===== config.mk =====
export PLATFORM = sky130hd
export DESIGN_NAME = tspt_ctrl
export DESIGN_NICKNAME = d
export VERILOG_FILES = /design/src/rtl/tspt_pkg.sv /design/src/rtl/tspt_ctrl.sv
export SDC_FILE = /design/constraint.sdc
export NUM_CORES = 1
export LEC_CHECK = 0
export BUFFER_PORTS_ARGS = -buffer_cell sky130_fd_sc_hd__buf_2
export CAP_MARGIN = 20
export CORE_MARGIN = 2
export CORE_UTILIZATION = 51
export CTS_CLUSTER_SIZE = 28
export DETAILED_ROUTE_END_ITERATION = 10
export PLACE_DENSITY = 0.82
export SYNTH_ARGS = -nofsm -noshare
export SYNTH_HDL_FRONTEND = slang
export SYNTH_SLANG_ARGS = --single-unit

===== constraint.sdc =====
create_clock -name i_clk -period 4.8 [get_ports i_clk]
set_input_delay 0.96 -clock i_clk [delete_from_list [all_inputs] [get_ports i_clk]]
set_output_delay 0.96 -clock i_clk [all_outputs]
set_load 0.005 [all_outputs]

===== src/rtl/tspt_pkg.sv =====
package tspt_pkg;

    // table geometry
    localparam int TABLE_ENTRIES  = 16;
    localparam int MAX_NAME_BYTES = 64;

    localparam int SLOT_W = $clog2(TABLE_ENTRIES);
    localparam int IDX_W  = $clog2(MAX_NAME_BYTES);
    localparam int CNT_W  = $clog2(MAX_NAME_BYTES + 1);
    localparam int EADR_W = $clog2(TABLE_ENTRIES * MAX_NAME_BYTES);

    localparam logic [7:0] SEP_CHAR = 8'h2F;

    // commands carried on the input item
    typedef enum logic [1:0] {
        OP_FIND   = 2'd0,
        OP_ADD    = 2'd1,
        OP_REMOVE = 2'd2,
        OP_MATCH  = 2'd3
    } t_op;

    // result status codes
    localparam logic [2:0] ST_OK        = 3'd0;
    localparam logic [2:0] ST_NOT_FOUND = 3'd1;
    localparam logic [2:0] ST_PRESENT   = 3'd2;
    localparam logic [2:0] ST_FULL      = 3'd3;
    localparam logic [2:0] ST_TOO_LONG  = 3'd4;

    typedef struct packed {
        logic [1:0] command;
        logic [7:0] name_byte;
        logic       byte_valid;
        logic       last;
    } t_in_item;

    typedef struct packed {
        logic [2:0] status;
        logic [3:0] slot;
        logic [6:0] match_length;
    } t_out_item;

    // controller -> datapath
    typedef struct packed {
        logic wr_byte;    // input item accepted
        logic start;      // clear search results, slot 0
        logic slot_init;  // index 0, note free slot
        logic rd_walk;    // read name and entry at index
        logic step;       // index + 1
        logic rec_full;   // entry equals whole name
        logic rec_sep;    // entry is prefix if next name byte is separator
        logic next_slot;
        logic copy_init;
        logic copy_rd;
        logic copy_wr;
        logic finish;     // update table, load result, clear name
    } t_cmd;

    // datapath -> controller
    typedef struct packed {
        logic ovf;
        logic skip;
        logic at_len;
        logic len_eq;
        logic byte_eq;
        logic slot_last;
        logic copy_needed;
        logic copy_done;
    } t_sts;

endpackage


===== src/rtl/tspt_ctrl.sv =====
module tspt_ctrl (
    input  logic          i_clk,
    input  logic          i_rst_n,
    input  logic          i_valid,
    input  logic          i_last,
    output logic          o_stall,
    output logic          o_valid,
    input  logic          i_stall,
    input  tspt_pkg::t_sts i_sts,
    output tspt_pkg::t_cmd o_cmd
);

    typedef enum logic [8:0] {
        S_IDLE  = 9'b000000001,
        S_START = 9'b000000010,
        S_SLOT  = 9'b000000100,
        S_RD    = 9'b000001000,
        S_CMP   = 9'b000010000,
        S_NEXT  = 9'b000100000,
        S_CRD   = 9'b001000000,
        S_CWR   = 9'b010000000,
        S_FIN   = 9'b100000000
    } t_state;

    t_state r_state, n_state;
    logic   r_out_valid, n_out_valid;
    logic   in_acc, out_acc, can_load;

    assign o_stall  = (r_state != S_IDLE);
    assign o_valid  = r_out_valid;
    assign in_acc   = i_valid && !o_stall;
    assign out_acc  = r_out_valid && !i_stall;
    assign can_load = !r_out_valid || !i_stall;

    // next state and commands
    always_comb begin
        n_state = r_state;
        o_cmd   = '0;
        o_cmd.wr_byte = in_acc;
        unique case (r_state)
            S_IDLE: begin
                if (in_acc && i_last) n_state = S_START;
            end
            S_START: begin
                o_cmd.start = 1'b1;
                n_state = i_sts.ovf ? S_FIN : S_SLOT;
            end
            S_SLOT: begin
                o_cmd.slot_init = 1'b1;
                n_state = i_sts.skip ? S_NEXT : S_RD;
            end
            S_RD: begin
                if (i_sts.at_len && i_sts.len_eq) begin
                    o_cmd.rec_full = 1'b1;
                    n_state = S_NEXT;
                end else begin
                    o_cmd.rd_walk = 1'b1;
                    n_state = S_CMP;
                end
            end
            S_CMP: begin
                if (!i_sts.at_len) begin
                    if (i_sts.byte_eq) begin
                        o_cmd.step = 1'b1;
                        n_state = S_RD;
                    end else begin
                        n_state = S_NEXT;
                    end
                end else begin
                    o_cmd.rec_sep = 1'b1;
                    n_state = S_NEXT;
                end
            end
            S_NEXT: begin
                if (!i_sts.slot_last) begin
                    o_cmd.next_slot = 1'b1;
                    n_state = S_SLOT;
                end else if (i_sts.copy_needed) begin
                    o_cmd.copy_init = 1'b1;
                    n_state = S_CRD;
                end else begin
                    n_state = S_FIN;
                end
            end
            S_CRD: begin
                if (i_sts.copy_done) begin
                    n_state = S_FIN;
                end else begin
                    o_cmd.copy_rd = 1'b1;
                    n_state = S_CWR;
                end
            end
            S_CWR: begin
                o_cmd.copy_wr = 1'b1;
                n_state = S_CRD;
            end
            S_FIN: begin
                if (can_load) begin
                    o_cmd.finish = 1'b1;
                    n_state = S_IDLE;
                end
            end
            default: n_state = S_IDLE;
        endcase
    end

    // output valid flag
    always_comb begin
        n_out_valid = r_out_valid;
        if (out_acc) n_out_valid = 1'b0;
        if (o_cmd.finish) n_out_valid = 1'b1;
    end

    always_ff @(posedge i_clk) begin
        if (!i_rst_n) begin
            r_state     <= S_IDLE;
            r_out_valid <= 1'b0;
        end else begin
            r_state     <= n_state;
            r_out_valid <= n_out_valid;
        end
    end

endmodule


# Word level (Yosys, flattened, before mapping)

Index checks and enable logic that the tools add are counted.
Widths: inputs -> output; s select.

Register bits after elaboration: 10
Input bits: 13
Output and inout port bits: 14
Logic and storage cells: 57

Equal/unequal tests: 12
Multiplexer cells: 33
Reduce and logical (&&, ||, !) cells: 10

Operator list:

| cell               | number |
|---|---|
| $pmux 9 s9         | 1 |
| $mux 9             | 6 |
| $mux 6             | 4 |
| $mux 1             | 21 |
| $eq 9x1->1 const B | 1 |
| $eq 9x2->1 const B | 1 |
| $eq 9x3->1 const B | 1 |
| $eq 9x4->1 const B | 1 |
| $eq 9x5->1 const B | 1 |
| $eq 9x6->1 const B | 1 |
| $eq 9x7->1 const B | 1 |
| $eq 9x8->1 const B | 1 |
| $eq 9x9->1 const B | 1 |
| $ne 9x1->1 const B | 1 |
| $logic_and 1x1->1  | 4 |
| $ne 2x2->1 const B | 2 |
| $logic_not 1->1    | 3 |
| $mux 2             | 1 |
| $reduce_and 2->1   | 1 |
| $reduce_bool 2->1  | 1 |
| $logic_or 1x1->1   | 1 |

# Longest topological paths before layout

Depth in word-level cells: 6
Gate-level depth with buffers: 5
Gate-level depth less buffers: 4

# Least setup slack after synthesis

OpenSTA, ideal clock, no wires.

Path type: register -> output
From: register r_state[1]
To: output o_cmd[8] (netlist name)
Arrival time: 1.717 ns
Data required time: 3.840 ns
Slack: 2.123 ns
Stages on the path, launching flop included: 6
Buffers on the path: 1
Path through: dfxtp_1 > buf_6 > or4_4 > or2_4 > or3b_4 > a21oi_1

RTL lines:

| what                     | RTL line         | RTL |
|---|---|---|
| start: declaration       | tspt_ctrl.sv:25  | `t_state r_state, n_state;` |
| start signal: assignment | tspt_ctrl.sv:119 | `r_state <= n_state;` |
| end: declaration         | tspt_ctrl.sv:10  | `output tspt_pkg::t_cmd o_cmd` |

==> impl_results.md <==
* Detailed placement HPWL at 1370 um
* Post-route minimum period at 3180 ps
* Wire length per cell at 13.8 um
* Adder-Cell Fraction of Synth Area at 0%
* Fmax at 0.315 GHz
* Hold WC Path Type: reg2reg
* Yosys warning count at 0
* Initial antenna violation count at 0
* Cts bufs inserted at 3
* H-Tree Depth at 1
* Hold Fails Final Rpt at 0
* Syn avg cell area at 7.92 um^2
* Largest net degree at the start of global routing at 13
* Arrival time worst endpoint at 2220 ps
* Row count at 13
* Pwr Density at 232 mW/mm^2
* Post-synth top area share at 26.3%
* Commonest non-fill, non-tap cell in the layout: buf_2
* Critical-path cell list: or4_4, or2_4, or3b_4, a21oi_1, buf_2
* FF+latch area at 200 um^2
* Starting density of the core at 56.3%
* CP peak stage delay at 590 ps
* Core area at 0.00135 mm^2
* Synth cell types at 36
* TritonCTS Sinks at 10
* CP endpoint kind: output pin
* Synth Area in Simple Gates at 46.4%
* Final clock period utilization by the worst path at 66.2%
* Synthesis-stage register bit count at 10
* Critical Path Fanout Max at 12
* Total wire length at 1840 um
* Syn_nets at 109
* Biggest area consumer among synthesized cells: dfxtp_1
* Multi-input gate area at 500 um^2
* CTS Hold Buffers Added at 0
* Overflow after GRT at 0
* Layout Nets at 133
* Root Buffer: clkbuf_4
* Post-synth EDFFs at 0
* Area Growth Syn to Fin at 18.9%
* Skew-Pair Late Insertion Delay at 280 ps
* Fillcell total at 125
* RSZ-0062 raised after global routing: no
* Die Y at 42.6 um
* Synth Area in Compound Gates at 18.3%
* Worst Setup Start Kind: flop
* Synth top area cells: dfxtp_1 26%, o21a_1 5.9%, nor4b_1 4.6%
* Design Power at 0.210 mW
* Share of layout cells above drive strength 1 at 31.9%
* Utilization after layout at 67.0%
* Via count at 799
* TNS Setup at 0 ps
* Final ANT Viol Nets at 0
* Drt pass-1 iters at 4
* Worst Path Required at 3840 ps
* Die width at 42.6 um
* Wire length of the first global-routing pass at 3160 um
* Fraction of registers with async set/reset at 0%
* Count of final setup violators at 0
* Post-synthesis xor/xnor area fraction at 1.15%
* Status: completed
* Skew final at 0.452 ps
* Critical Path Slowest Stage Cell: or4_4
* Fin. max-slew vios at 0
* CTS tree: built
* Largest family of logic cells by synthesized area: simple AND/OR/NAND/NOR gates
* Max_cap viols at 0
* I/O Buffers at 26
* Die Area at 0.00182 mm^2
* Antenna diodes at 0
* Reg2Reg Setup Slack at 2900 ps
* Register area share after synthesis at 26.3%
* Fin Hold WS at 636 ps
* Mapped cell area at 761 um^2
* Primary FF master, synth: dfxtp_1
* Postcts setup bufs at 0
* Worst Max-Slew Pin Slew at 448 ps
* Clock buffer depth at 2
* Max IR drop VDD at 0.186 mV
* Post-synthesis mux area share at 0%
* Vias in the first global route at 734
* Routability Congestion at 0.819
* Most frequent cells in the layout: 26 x buf_2, 10 x dfxtp_1, 8 x nor2_1
* Synth Instances at 96
* First DRT Iteration DRCs at 21
* Io pins at 27
* WS Path Type: reg2out
* GRT Overall Usage at 22.3%
* Drt drc at 0
* Clk slew on worst S/H paths at 70 ps
* Post-CTS Resized at 0
* Max-Slew Margin vs Limit at 69.7%
* Pleak at 0.398 nW
* DR vias/cell at 5.96
[per-layer routing]
layer / part of all wire [%] / track usage, % / vias up
met1: 43 / 28.4 / 355
li1: - / - / 401
met5: 0 / 0 / -
met4: 3.7 / 10.0 / 0
met3: 6.5 / 7.76 / 10
met2: 47 / 33.3 / 33
[cell type report]
cell class / instances / share of cell area, %
multi-input combinational: 74 / 55.3
sequential: 10 / 22.1
timing repair buffer: 26 / 14.4
clock buffer: 4 / 4.01
inverter: 5 / 2.07
tap: 15 / 2.07
[final timing paths]
path / from / end / depth (start not counted)
worst max-delay path: r_state[0]$_SDFFE_PN1P_ / o_cmd[8] / 5
worst min-delay path: o_valid$_SDFFE_PN0P_ / o_valid$_SDFFE_PN0P_ / 3
worst max register to register: r_state[0]$_SDFFE_PN1P_ / r_state[4]$_SDFFE_PN0P_ / 4
worst min register to register: o_valid$_SDFFE_PN0P_ / o_valid$_SDFFE_PN0P_ / 3
[metrics by stage]
step                      cell area [um^2]  cells  setup WS (ps)
after floorplan                        761     96           2120
after global placement                 868    130           1990
after detailed placement               868    130           1940
after CTS                              905    134           1630
after global routing                   905    134           1520
final                                  905    134           1620
[report_power, final]
part,internal [mW],switching [mW]
Sequential,0.0850,0.00592
Clock,0.0462,0.0348
Combinational,0.0198,0.0184
[worst max-delay path, delay by kind of cell, from the launching register on]
| kind | cells | cell delay, ps |
|---|---|---|
| compound gates | 1 | 120 |
| buf+inv | 1 | 130 |
| flops | 1 | 430 |
| simple gates | 3 | 1260 |
[synth_stat cells (2+ instances only)]
cell	number
a211oi_1	3
a21oi_1	6
and2_1	3
buf_4	2
clkbuf_1	4
dfxtp_1	10
inv_1	5
nand2_1	4
nand2b_1	3
nand3b_1	2
nand4_1	3
nand4b_1	3
nor2_1	8
nor3_1	6
nor3b_2	2
nor4_1	2
nor4b_1	4
o21a_1	6
or3_1	2
or4_4	2
[sequential cells by signal (all words and copies together), names as in the netlist]
name / cells
o_valid: 1
r_state: 9
[cell families after synthesis]
logic type,Yosys count
AOI/OAI and AO/OA,20
xor gates and xnor gates,1
buffers and inverters,12
DFF,10
and+or+nand+nor,53
No activity file was read; power rests on OpenSTA's default activity.
